File: src/rtl/tfe_pkg.sv
`timescale 1ns / 1ps
// ----------------------------------------------------------------------------
// Telemetry frame encoder package
// Shared byte codes, frame type and queue sizing.
// ----------------------------------------------------------------------------
package tfe_pkg;

  localparam logic [7:0] FLAG_BYTE    = 8'h7E;
  localparam logic [7:0] ESC_MARK     = 8'h7D;
  localparam logic [7:0] ESC_FLAG     = 8'h5E;
  localparam logic [7:0] ESC_ESC      = 8'h5D;
  localparam logic [7:0] HEADER_RESET = 8'h10;

  localparam int FRAME_BYTES = 8;
  localparam int SUM_W       = 11;
  localparam int QUEUE_DEPTH = 2;

  typedef logic [FRAME_BYTES-1:0][7:0] frame_t;

endpackage

File: src/rtl/tfe_front.sv
`timescale 1ns / 1ps
// ----------------------------------------------------------------------------
// Telemetry frame encoder front end
// Accepts a reading, lays out the frame bytes and forms the checksum.
// ----------------------------------------------------------------------------
module tfe_front
  import tfe_pkg::*;
(
  input  logic        clk,
  input  logic        rst_n,
  input  logic [7:0]  frame_header,
  input  logic        in_valid,
  output logic        in_ready,
  input  logic [15:0] sensor_id,
  input  logic [31:0] sensor_value,
  output logic        push_valid,
  input  logic        push_ready,
  output frame_t      push_frame
);

  logic                  valid_r, valid_nxt;
  logic [6:0][7:0]       bytes_r;
  logic [SUM_W-1:0]      sum_r;
  logic [6:0][7:0]       bytes_nxt;
  logic [SUM_W-1:0]      sum_nxt;
  logic [SUM_W-1:0]      total;

  assign in_ready = !valid_r || push_ready;

  always_comb begin
    bytes_nxt = {sensor_value, sensor_id, frame_header};
    sum_nxt   = '0;
    for (int i = 0; i < 7; i++) begin
      sum_nxt = sum_nxt + SUM_W'(bytes_nxt[i]);
    end
    valid_nxt = valid_r;
    if (in_valid && in_ready) begin
      valid_nxt = 1'b1;
    end else if (push_ready) begin
      valid_nxt = 1'b0;
    end
  end

  always_ff @(posedge clk) begin
    if (!rst_n) begin
      valid_r <= 1'b0;
    end else begin
      valid_r <= valid_nxt;
    end
  end

  always_ff @(posedge clk) begin
    if (in_valid && in_ready) begin
      bytes_r <= bytes_nxt;
      sum_r   <= sum_nxt;
    end
  end

  // fold the carry back in once; 0xFF minus the total is its complement
  assign total      = sum_r + {8'h00, sum_r[SUM_W-1:8]};
  assign push_valid = valid_r;
  assign push_frame = {~total[7:0], bytes_r};

endmodule

File: src/rtl/tfe_queue.sv
`timescale 1ns / 1ps
// ----------------------------------------------------------------------------
// Telemetry frame encoder frame queue
// Short register queue of whole frames between front and back end.
// ----------------------------------------------------------------------------
module tfe_queue
  import tfe_pkg::*;
#(
  parameter int DEPTH = QUEUE_DEPTH
) (
  input  logic   clk,
  input  logic   rst_n,
  input  logic   push_valid,
  output logic   push_ready,
  input  frame_t push_frame,
  output logic   pop_valid,
  input  logic   pop_ready,
  output frame_t pop_frame
);

  localparam int PTR_W = (DEPTH > 1) ? $clog2(DEPTH) : 1;
  localparam int CNT_W = $clog2(DEPTH + 1);

  frame_t           mem_r [DEPTH];
  logic [PTR_W-1:0] wr_ptr_r, wr_ptr_nxt;
  logic [PTR_W-1:0] rd_ptr_r, rd_ptr_nxt;
  logic [CNT_W-1:0] count_r, count_nxt;
  logic             do_push, do_pop;

  assign push_ready = (count_r != CNT_W'(DEPTH));
  assign pop_valid  = (count_r != '0);
  assign pop_frame  = mem_r[rd_ptr_r];
  assign do_push    = push_valid && push_ready;
  assign do_pop     = pop_valid && pop_ready;

  always_comb begin
    wr_ptr_nxt = wr_ptr_r;
    rd_ptr_nxt = rd_ptr_r;
    count_nxt  = count_r;
    if (do_push) begin
      wr_ptr_nxt = (wr_ptr_r == PTR_W'(DEPTH - 1)) ? '0 : wr_ptr_r + 1'b1;
    end
    if (do_pop) begin
      rd_ptr_nxt = (rd_ptr_r == PTR_W'(DEPTH - 1)) ? '0 : rd_ptr_r + 1'b1;
    end
    if (do_push && !do_pop) begin
      count_nxt = count_r + 1'b1;
    end else if (do_pop && !do_push) begin
      count_nxt = count_r - 1'b1;
    end
  end

  always_ff @(posedge clk) begin
    if (!rst_n) begin
      wr_ptr_r <= '0;
      rd_ptr_r <= '0;
      count_r  <= '0;
    end else begin
      wr_ptr_r <= wr_ptr_nxt;
      rd_ptr_r <= rd_ptr_nxt;
      count_r  <= count_nxt;
    end
  end

  always_ff @(posedge clk) begin
    if (do_push) begin
      mem_r[wr_ptr_r] <= push_frame;
    end
  end

endmodule

File: src/rtl/tfe_back.sv
`timescale 1ns / 1ps
// ----------------------------------------------------------------------------
// Telemetry frame encoder back end
// Walks the head frame byte by byte, escapes flag and escape bytes.
// ----------------------------------------------------------------------------
module tfe_back
  import tfe_pkg::*;
(
  input  logic       clk,
  input  logic       rst_n,
  input  logic       pop_valid,
  output logic       pop_ready,
  input  frame_t     pop_frame,
  output logic       out_valid,
  input  logic       out_ready,
  output logic [7:0] line_byte,
  output logic       frame_end
);

  localparam int IDX_W = $clog2(FRAME_BYTES);

  logic [IDX_W-1:0] idx_r, idx_nxt;
  logic             esc_r, esc_nxt;
  logic             valid_r, valid_nxt;
  logic [7:0]       byte_r, byte_nxt;
  logic             last_r, last_nxt;
  logic             step;
  logic [7:0]       cur;
  logic             is_last;

  assign step    = pop_valid && (!valid_r || out_ready);
  assign cur     = pop_frame[idx_r];
  assign is_last = (idx_r == IDX_W'(FRAME_BYTES - 1));

  always_comb begin
    idx_nxt   = idx_r;
    esc_nxt   = esc_r;
    byte_nxt  = byte_r;
    last_nxt  = last_r;
    pop_ready = 1'b0;
    valid_nxt = valid_r && !out_ready;
    if (step) begin
      valid_nxt = 1'b1;
      if (esc_r) begin
        // second half of an escape pair
        byte_nxt  = (cur == FLAG_BYTE) ? ESC_FLAG : ESC_ESC;
        last_nxt  = is_last;
        esc_nxt   = 1'b0;
        idx_nxt   = idx_r + 1'b1;
        pop_ready = is_last;
      end else if (cur == FLAG_BYTE || cur == ESC_MARK) begin
        byte_nxt = ESC_MARK;
        last_nxt = 1'b0;
        esc_nxt  = 1'b1;
      end else begin
        byte_nxt  = cur;
        last_nxt  = is_last;
        idx_nxt   = idx_r + 1'b1;
        pop_ready = is_last;
      end
    end
  end

  always_ff @(posedge clk) begin
    if (!rst_n) begin
      idx_r   <= '0;
      esc_r   <= 1'b0;
      valid_r <= 1'b0;
    end else begin
      idx_r   <= idx_nxt;
      esc_r   <= esc_nxt;
      valid_r <= valid_nxt;
    end
  end

  always_ff @(posedge clk) begin
    byte_r <= byte_nxt;
    last_r <= last_nxt;
  end

  assign out_valid = valid_r;
  assign line_byte = byte_r;
  assign frame_end = last_r;

endmodule

File: src/rtl/telemetry_frame_encoder_top.sv
`timescale 1ns / 1ps
// ----------------------------------------------------------------------------
// Telemetry frame encoder
// Turns one sensor reading into a byte-stuffed frame with a sum checksum.
//
//   channel  ports                           payload
//   input    in_tvalid/in_tready             tdata[15:0] sensor_id,
//                                            tdata[47:16] sensor_value
//   output   out_tvalid/out_tready           tdata[7:0] line_byte,
//                                            tlast frame_end
//   config   cfg_valid/cfg_ready             cfg_data[7:0] frame_header
//
// One reading yields 8 to 16 line bytes, one per cycle while out_tready is high;
// the back end's byte walk sets the sustained rate of readings.
// The first line byte of a reading passes the front register, the frame queue
// and the back end's output register before it is offered.
// The frame queue lets the front end take new readings while the output stalls.
// Reset is synchronous, active low; the header returns to 0x10.
// ----------------------------------------------------------------------------
module telemetry_frame_encoder_top
  import tfe_pkg::*;
#(
  parameter int QUEUE_DEPTH_P = QUEUE_DEPTH
) (
  input  logic        clk,
  input  logic        rst_n,
  input  logic        in_tvalid,
  output logic        in_tready,
  input  logic [47:0] in_tdata,   // [15:0] sensor_id, [47:16] sensor_value
  output logic        out_tvalid,
  input  logic        out_tready,
  output logic [7:0]  out_tdata,  // [7:0] line_byte
  output logic        out_tlast,
  input  logic        cfg_valid,
  output logic        cfg_ready,
  input  logic [7:0]  cfg_data
);

  logic [7:0] header_r, header_nxt;
  logic       push_valid, push_ready;
  frame_t     push_frame;
  logic       pop_valid, pop_ready;
  frame_t     pop_frame;

  assign cfg_ready  = 1'b1;
  assign header_nxt = (cfg_valid && cfg_ready) ? cfg_data : header_r;

  always_ff @(posedge clk) begin
    if (!rst_n) begin
      header_r <= HEADER_RESET;
    end else begin
      header_r <= header_nxt;
    end
  end

  tfe_front u_front (
    .clk          (clk),
    .rst_n        (rst_n),
    .frame_header (header_r),
    .in_valid     (in_tvalid),
    .in_ready     (in_tready),
    .sensor_id    (in_tdata[15:0]),
    .sensor_value (in_tdata[47:16]),
    .push_valid   (push_valid),
    .push_ready   (push_ready),
    .push_frame   (push_frame)
  );

  tfe_queue #(
    .DEPTH (QUEUE_DEPTH_P)
  ) u_queue (
    .clk        (clk),
    .rst_n      (rst_n),
    .push_valid (push_valid),
    .push_ready (push_ready),
    .push_frame (push_frame),
    .pop_valid  (pop_valid),
    .pop_ready  (pop_ready),
    .pop_frame  (pop_frame)
  );

  tfe_back u_back (
    .clk       (clk),
    .rst_n     (rst_n),
    .pop_valid (pop_valid),
    .pop_ready (pop_ready),
    .pop_frame (pop_frame),
    .out_valid (out_tvalid),
    .out_ready (out_tready),
    .line_byte (out_tdata),
    .frame_end (out_tlast)
  );

endmodule
File: config.mk
export PLATFORM = sky130hd
export DESIGN_NAME = telemetry_frame_encoder_top
export DESIGN_NICKNAME = d
export VERILOG_FILES = /design/src/rtl/tfe_pkg.sv /design/src/rtl/tfe_front.sv /design/src/rtl/tfe_queue.sv /design/src/rtl/tfe_back.sv /design/src/rtl/telemetry_frame_encoder_top.sv
export SDC_FILE = /design/constraint.sdc
export NUM_CORES = 1
export LEC_CHECK = 0
export BUFFER_PORTS_ARGS = -buffer_cell sky130_fd_sc_hd__buf_2
export CORE_MARGIN = 1.5
export CORE_UTILIZATION = 35
export DETAILED_ROUTE_END_ITERATION = 8
export PLACE_DENSITY = 0.5
export SYNTH_ARGS = -nofsm -noshare
export SYNTH_HDL_FRONTEND = slang
export SYNTH_HIERARCHICAL = 1
export SYNTH_SLANG_ARGS = --single-unit
File: constraint.sdc
create_clock -name clk -period 5.2 [get_ports clk]
set_input_delay 0.26 -clock clk [delete_from_list [all_inputs] [get_ports clk]]
set_output_delay 0.26 -clock clk [all_outputs]
set_load 0.05 [all_outputs]
=== Word level (Yosys, flattened, before mapping) ===
Memories as Yosys holds them, arrays and structs flattened. A register that Yosys moved wholly into a read port is not among the register bits.
Index checks and enable logic that the tools add are counted.

* Bits in registers: 94
* RAM bits: 128
* Output and inout port bits: 12
* Logic and storage cells: 80
* Memories kept: 1

* Add/subtract/negate cells: 12
* Order comparisons: 1
* Equal/unequal tests: 5
* Muxes and demuxes: 23
* Bitwise gates (word level): 1
* Reduce and logical (&&, ||, !) cells: 19

{| class="wikitable"
|+ Memory list
! memory !! depth !! bits a word !! rd ports !! clocked after Yosys merged registers in !! write ports !! line !! RTL
|-
| u_queue.mem_r || 2 || 64 || 1 || 1 || 1 || tfe_queue.sv:24 || <nowiki>frame_t mem_r [DEPTH];</nowiki>
|}

{| class="wikitable"
|+ Operators with widths
! cell !! count
|-
| adder 11 x 8 -> 11 bit || 5
|-
| binary-select mux 8 bit (select 3 bit) || 1
|-
| 2-to-1 mux 8 bit || 3
|-
| equality test 8 x 7 -> 1 bit, second input constant || 2
|-
| 2-to-1 mux 1 bit || 14
|-
| adder 8 x 8 -> 9 bit || 1
|-
| adder 8 x 3 -> 8 bit || 1
|-
| inverter 8 bit || 1
|-
| logical AND 1 bit || 7
|-
| 2-to-1 mux 2 bit || 3
|-
| 2-to-1 mux 3 bit || 2
|-
| nonzero test 2 bit || 3
|-
| logical NOT 1 bit || 5
|-
| less-than comparator 3 x 4 -> 1 bit, second input constant || 1
|-
| adder 3 x 1 -> 3 bit, second input constant || 1
|-
| equality test 3 bit, second input constant || 1
|-
| logical OR 1 bit || 3
|-
| adder 1 bit, second input constant || 2
|-
| adder 2 x 1 -> 2 bit, second input constant || 1
|-
| != test 2 x 1 -> 1 bit, second input constant || 1
|-
| != test 2 bit, second input constant || 1
|-
| AND reduction 2 bit || 1
|-
| subtractor 2 x 1 -> 2 bit, second input constant || 1
|}

=== Longest topological paths before layout ===
* Depth in word-level cells: 11
* Gate-level depth with buffers: 13

=== Modules after synthesis ===
The synthesis kept the hierarchy.

{| class="wikitable"
|+ By module, submodules not included
! module !! times used !! cells each !! area each (um2) !! seq. area each (um2)
|-
| tfe_queue || 1 || 223 || 4,857.2 || 3,943.8
|-
| tfe_front || 1 || 256 || 3,649.8 || 2,031.9
|-
| tfe_back || 1 || 95 || 1,251.2 || 370.4
|-
| telemetry_frame_encoder_top || 1 || 27 || 310.3 || 160.2
|}

=== Worst setup path after synthesis ===
OpenSTA, ideal clock, no wires.

* Path type: reg2reg
* Start: reg header_r[5]
* End: reg u_front.sum_r[8], data pin
* Setup time: 256 ps
* Arrival: 3,806 ps
* Setup slack: 1,138 ps
* Stages on the path, launching flop included: 14
* Path buffers: 0
* Clock period less this slack: 4,062 ps
* Cell sequence: dfxtp_1 > inv_1 > fa_1 > inv_1 > fa_1 > fa_1 > inv_1 > fa_1 > inv_1 > ha_1 > a21oi_1 > nand2_1 > or4b_1 > and4_1

* Longest elaborated chain between the ends: 6

{| class="wikitable"
|+ Ends and longest elaborated chain
! element !! line !! RTL
|-
| from (decl) || telemetry_frame_encoder_top.sv:39 || <nowiki>logic [7:0] header_r, header_nxt;</nowiki>
|-
| from (signal assigned) || telemetry_frame_encoder_top.sv:52 || <nowiki>header_r <= header_nxt;</nowiki>
|-
| adder 8 x 8 -> 9 bit || tfe_front.sv:34 || <nowiki>sum_nxt = sum_nxt + SUM_W'(bytes_nxt[i]);</nowiki>
|-
| adder 11 x 8 -> 11 bit (5 in a row) || tfe_front.sv:34 ||
|-
| named net u_front.sum_nxt[8] || tfe_front.sv:25 || <nowiki>logic [SUM_W-1:0] sum_nxt;</nowiki>
|-
| to (signal assigned) || tfe_front.sv:55 || <nowiki>sum_r <= sum_nxt;</nowiki>
|-
| to (decl) || tfe_front.sv:23 || <nowiki>logic [SUM_W-1:0] sum_r;</nowiki>
|}

The timed path passes the listed nets, and every way through them passes these cells.
A chain may end at the register's enable or synchronous reset.

=== Worst setup path in the final report ===
* Start: in in_tdata[5]
* End: reg u_front.sum_r[8], data pin

* Longest elaborated chain between the ends: 6

{| class="wikitable"
|+ Ends and longest elaborated chain
! element !! line !! RTL
|-
| from (decl) || telemetry_frame_encoder_top.sv:29 || <nowiki>input logic [47:0] in_tdata,</nowiki>
|-
| adder 8 x 8 -> 9 bit || tfe_front.sv:34 ||
|-
| adder 11 x 8 -> 11 bit (5 in a row) || tfe_front.sv:34 ||
|-
| named net u_front.sum_nxt[8] || tfe_front.sv:25 ||
|}

The timed path passes the listed nets, and every way through them passes these cells.

==> flow_summary_export.csv <==
group,metric,value,unit
yosys,synth.most_common_cell,"edfxtp_1",
drt,first_iter_violations,243,
power_and_ir_drop,pwr-share-comb,24.9,%
floorplanning,fp.dieW,173,µm
global_routing,gr-usage-all-layers,13.7,%
placement,post_dp_cell_area,0.0109,mm²
timing,setup_tns,0,ns
critical_path,timing.rr.end,"u_front/sum_r[8]$_DFFE_PP_",
critical_path,slowest_delay,0.56,ns
cells_and_area,synthToLayoutAreaGrowth,22.0,%
floorplanning,start_util,35.9,%
timing,rsz0062_at_grt,"false",
yosys,syn_nets,720,
power_and_ir_drop,seqPwrFrac,41.1,%
global_routing,grt_max_degree,68,
yosys,synth_area_leader_cell,"edfxtp_1",
min_path,hold_path.startpoint,"cfg_data[6]",
cells_and_area,fin_cells,1139,
clocking,clk_latency,0.51,ns
timing,layout_min_cycle_time,4.32,ns
yosys,synth-async-reset-ratio,0,%
cells_and_area,final_area,0.0123,mm²
critical_path,end_kind,"flop",
yosys,ys_warn_count,6,
yosys,synth_common_cells,"edfxtp_1, inv_1, mux2_2, fa_1",
power_and_ir_drop,p_leak,4.63,nW
drt,ant_nets,0,
timing,slew_headroom,29.6,%
clocking,cts_tree,"yes",
run_status,status,"finished clean",
timing,finalCritPeriodShare,83.1,%
cells_and_area,layout.nets,862,
power_and_ir_drop,vdd_ir_drop_max,0.000214,V
drt,drc,0,
critical_path,reg2reg_slack,0.89,ns
critical_path,slowest_stage,"fa_1",
timing,fmax,231,MHz
critical_path,crit_required,5.47,ns
drt,num_vias,5185,
clocking,clock_sinks,223,
min_path,holdPathStages,3,
critical_path,reg2reg_depth,13,
drt,routed_via_density,4.55,
critical_path,worstPathCellList,"dlygate4sd3_1 > buf_2 > inv_1 > fa_1 > inv_1 > fa_1 > fa_1 > inv_1 > fa_1 > inv_1 > ha_1 > a21oi_1 > nand2_1 > or4b_1 > and4_1",
critical_path,cp-startpoint,"in_tdata[5]",
clocking,h-tree-depth,1,
cells_and_area,n_fill_cell,2513,
floorplanning,core_area,0.0280,mm²
critical_path,worst-setup-path-type,"in2reg",
clocking,clkTransAtPathRegs,0.06,ns
clocking,numCtsBuffers,25,
cells_and_area,num_antenna_cells,0,
drt,wl_per_cell,17.5,µm
floorplanning,num_rows,61,
power_and_ir_drop,pwr-share-clk,34.0,%
cells_and_area,drive_above_1_share,27.9,%
drt,firstDrtPassIters,4,
power_and_ir_drop,p_int,4.07,mW
global_routing,first_global_vias,5816,
power_and_ir_drop,switchingPower,1.56,mW
global_routing,antenna_found_initial,0,
global_routing,gr-total-overflow,0,
timing,setup_viol,0,
yosys,synth-seq-cells,223,
yosys,synth_area,0.0101,mm²
placement,gp_congestion,0.761,
global_routing,grt_pass1_wl,31700,µm
floorplanning,die-area,0.0298,mm²
timing,skew,0.0111,ns
floorplanning,io_pins,73,
critical_path,arrival,4.59,ns
yosys,yosysTopAreaCellShare,60.8,%
timing,hold_viol_final,0,
timing,slew_viol_final,0,
power_and_ir_drop,swShare,27.7,%
flow_run,cap_violations,0,
drt,wl,19900,µm
power_and_ir_drop,p_per_area,458,mW/mm²
yosys,synth_flop_cell,"edfxtp_1",
yosys,synth_edf_count,204,
placement,portBuffers,71,
timing,worst_slew_pin_slew,1.06,ns
placement,dp_hpwl,13600,µm
floorplanning,die_h,173,µm
yosys,synth_cell_types,59,
placement,dp.cells,1043,
min_path,min_path_type,"in2reg",
clocking,cts_setup_buffers,0,
yosys,postSynthAreaPerCell,16.8,µm²
critical_path,cp_max_fo,6,
yosys,synthCells,601,
yosys,seq_area_frac_synth,64.6,%
clocking,clock-root-buffer,"clkbuf_16",
critical_path,r2r-start,"header_r[5]$_SDFFE_PN0P_",
critical_path,crit_path_start_kind,"primary input",
yosys,synth.area.top_cells,"edfxtp_1, fa_1, mux2_2",
clocking,clockBufferDepth,3,
min_path,hold_path_end,"header_r[6]$_SDFFE_PN0P_",
[logic make-up (layout without fill, tap and decap cells)]
kind of cell,count (synthesis),count (layout),share of synthesized area (%)
flops,223,223,64.6
buf+inv,102,262,4.27
mux,100,100,13.3
simple gates,65,65,3.91
fa+ha+maj,58,58,10.1
compound gates,36,36,2.31
xor+xnor,16,16,1.47
other cells,1,1,0.0372
[final cells by class]
class,count,area [µm²],share of cell area (%)
clock buffer,30,674,5.49
clock inverter,15,231,1.88
inverter,87,327,2.66
multi-input combinational,276,3140,25.5
sequential,223,6510,53.0
tap,378,473,3.85
timing repair buffer,130,938,7.64
[placed cells by master, fill, tap and decap left out, types with 4 or more instances in the layout]
cell type      count
and2_1             4
ha_1              19
xor2_1             4
fa_1              39
clkinv_2           4
inv_1             85
buf_4              7
mux2_2            64
nand2_1           13
dlygate4sd3_1     51
dfxtp_1           18
o21ai_0            5
xnor2_1           11
buf_2             71
mux2i_1           16
clkbuf_16         25
a21oi_1           11
nand2b_1           4
mux4_2            12
mux4_1             4
edfxtp_1         204
nor2_1            10
bufinv_16          6
nor2b_1            8
[power groups by stage]
stage / Clock [mW] / Combinational (mW) / Sequential (mW)
2_1_floorplan: 0 / 0.993 / 2.36
3_3_place_gp: 0 / 1.36 / 2.35
3_5_place_dp: 0 / 1.38 / 2.36
4_1_cts: 1.96 / 1.43 / 2.32
5_1_grt: 2.03 / 1.58 / 2.33
6_report: 1.91 / 1.40 / 2.31
[repair_timing]
| action | 4_1_cts | 5_1_grt |
|---|---|---|
| hold buffers | 51 | 0 |
| resized for setup | 0 | 0 |
| hold endpoints to repair | 51 | 0 |
[how the worst max path moves through the flow]
stage / to / slack (ns)
final: u_front/sum_r[8]$_DFFE_PP_ / 0.88
after global routing: u_front/sum_r[8]$_DFFE_PP_ / 0.70
after CTS: u_front/sum_r[8]$_DFFE_PP_ / 0.86
after detailed placement: u_front/sum_r[8]$_DFFE_PP_ / 0.91
after global placement: u_front/sum_r[8]$_DFFE_PP_ / 0.93
after floorplan: u_front/sum_r[8]$_DFFE_PP_ / 1.14
[critical path, delay by kind of cell]
| family | cells | cell delay [ns] |
|---|---|---|
| adders and majority gates | 5 | 2.46 |
| buffers and inverters | 6 | 0.87 |
| and+or+nand+nor | 3 | 0.81 |
| AOI/OAI and AO/OA | 1 | 0.20 |
[registers in the layout, indices dropped and copies added, names as in the netlist, named ones only]
signal	cells
header_r	8
u_back/esc_r	1
u_queue/count_r	2
u_queue/rd_ptr_r	1
u_back/frame_end	1
u_queue/wr_ptr_r	1
u_queue/mem_r	128
u_back/idx_r	3
u_front/push_valid	1
u_front/sum_r	11
u_front/push_frame	56
u_back/line_byte	8
u_back/out_valid	1
[per-stage QoR]
| step | hold slack (ns) | setup slack [ns] | util, % | power [mW] |
|---|---|---|---|---|
| final | 0.0186 | 0.878 | 43.9 | 5.63 |
| after detailed placement | 0.430 | 0.908 | 38.8 | 3.74 |
| after global routing | 0.0264 | 0.700 | 43.9 | 5.95 |
| after floorplan | 0.322 | 1.14 | - | 3.35 |
| after CTS | 0.000258 | 0.861 | 43.9 | 5.71 |
| after global placement | 0.423 | 0.931 | 38.8 | 3.70 |
[layer usage]
metal  vias to the layer above  share of wire, %  GRT usage, %
li1                       2461                 -             -
met1                      2586                43          16.9
met2                       107                51          24.8
met3                        31               3.6          2.22
met4                         0               2.0          4.06
met5                         -                 0             0
(Power assumes the default switching activity.)
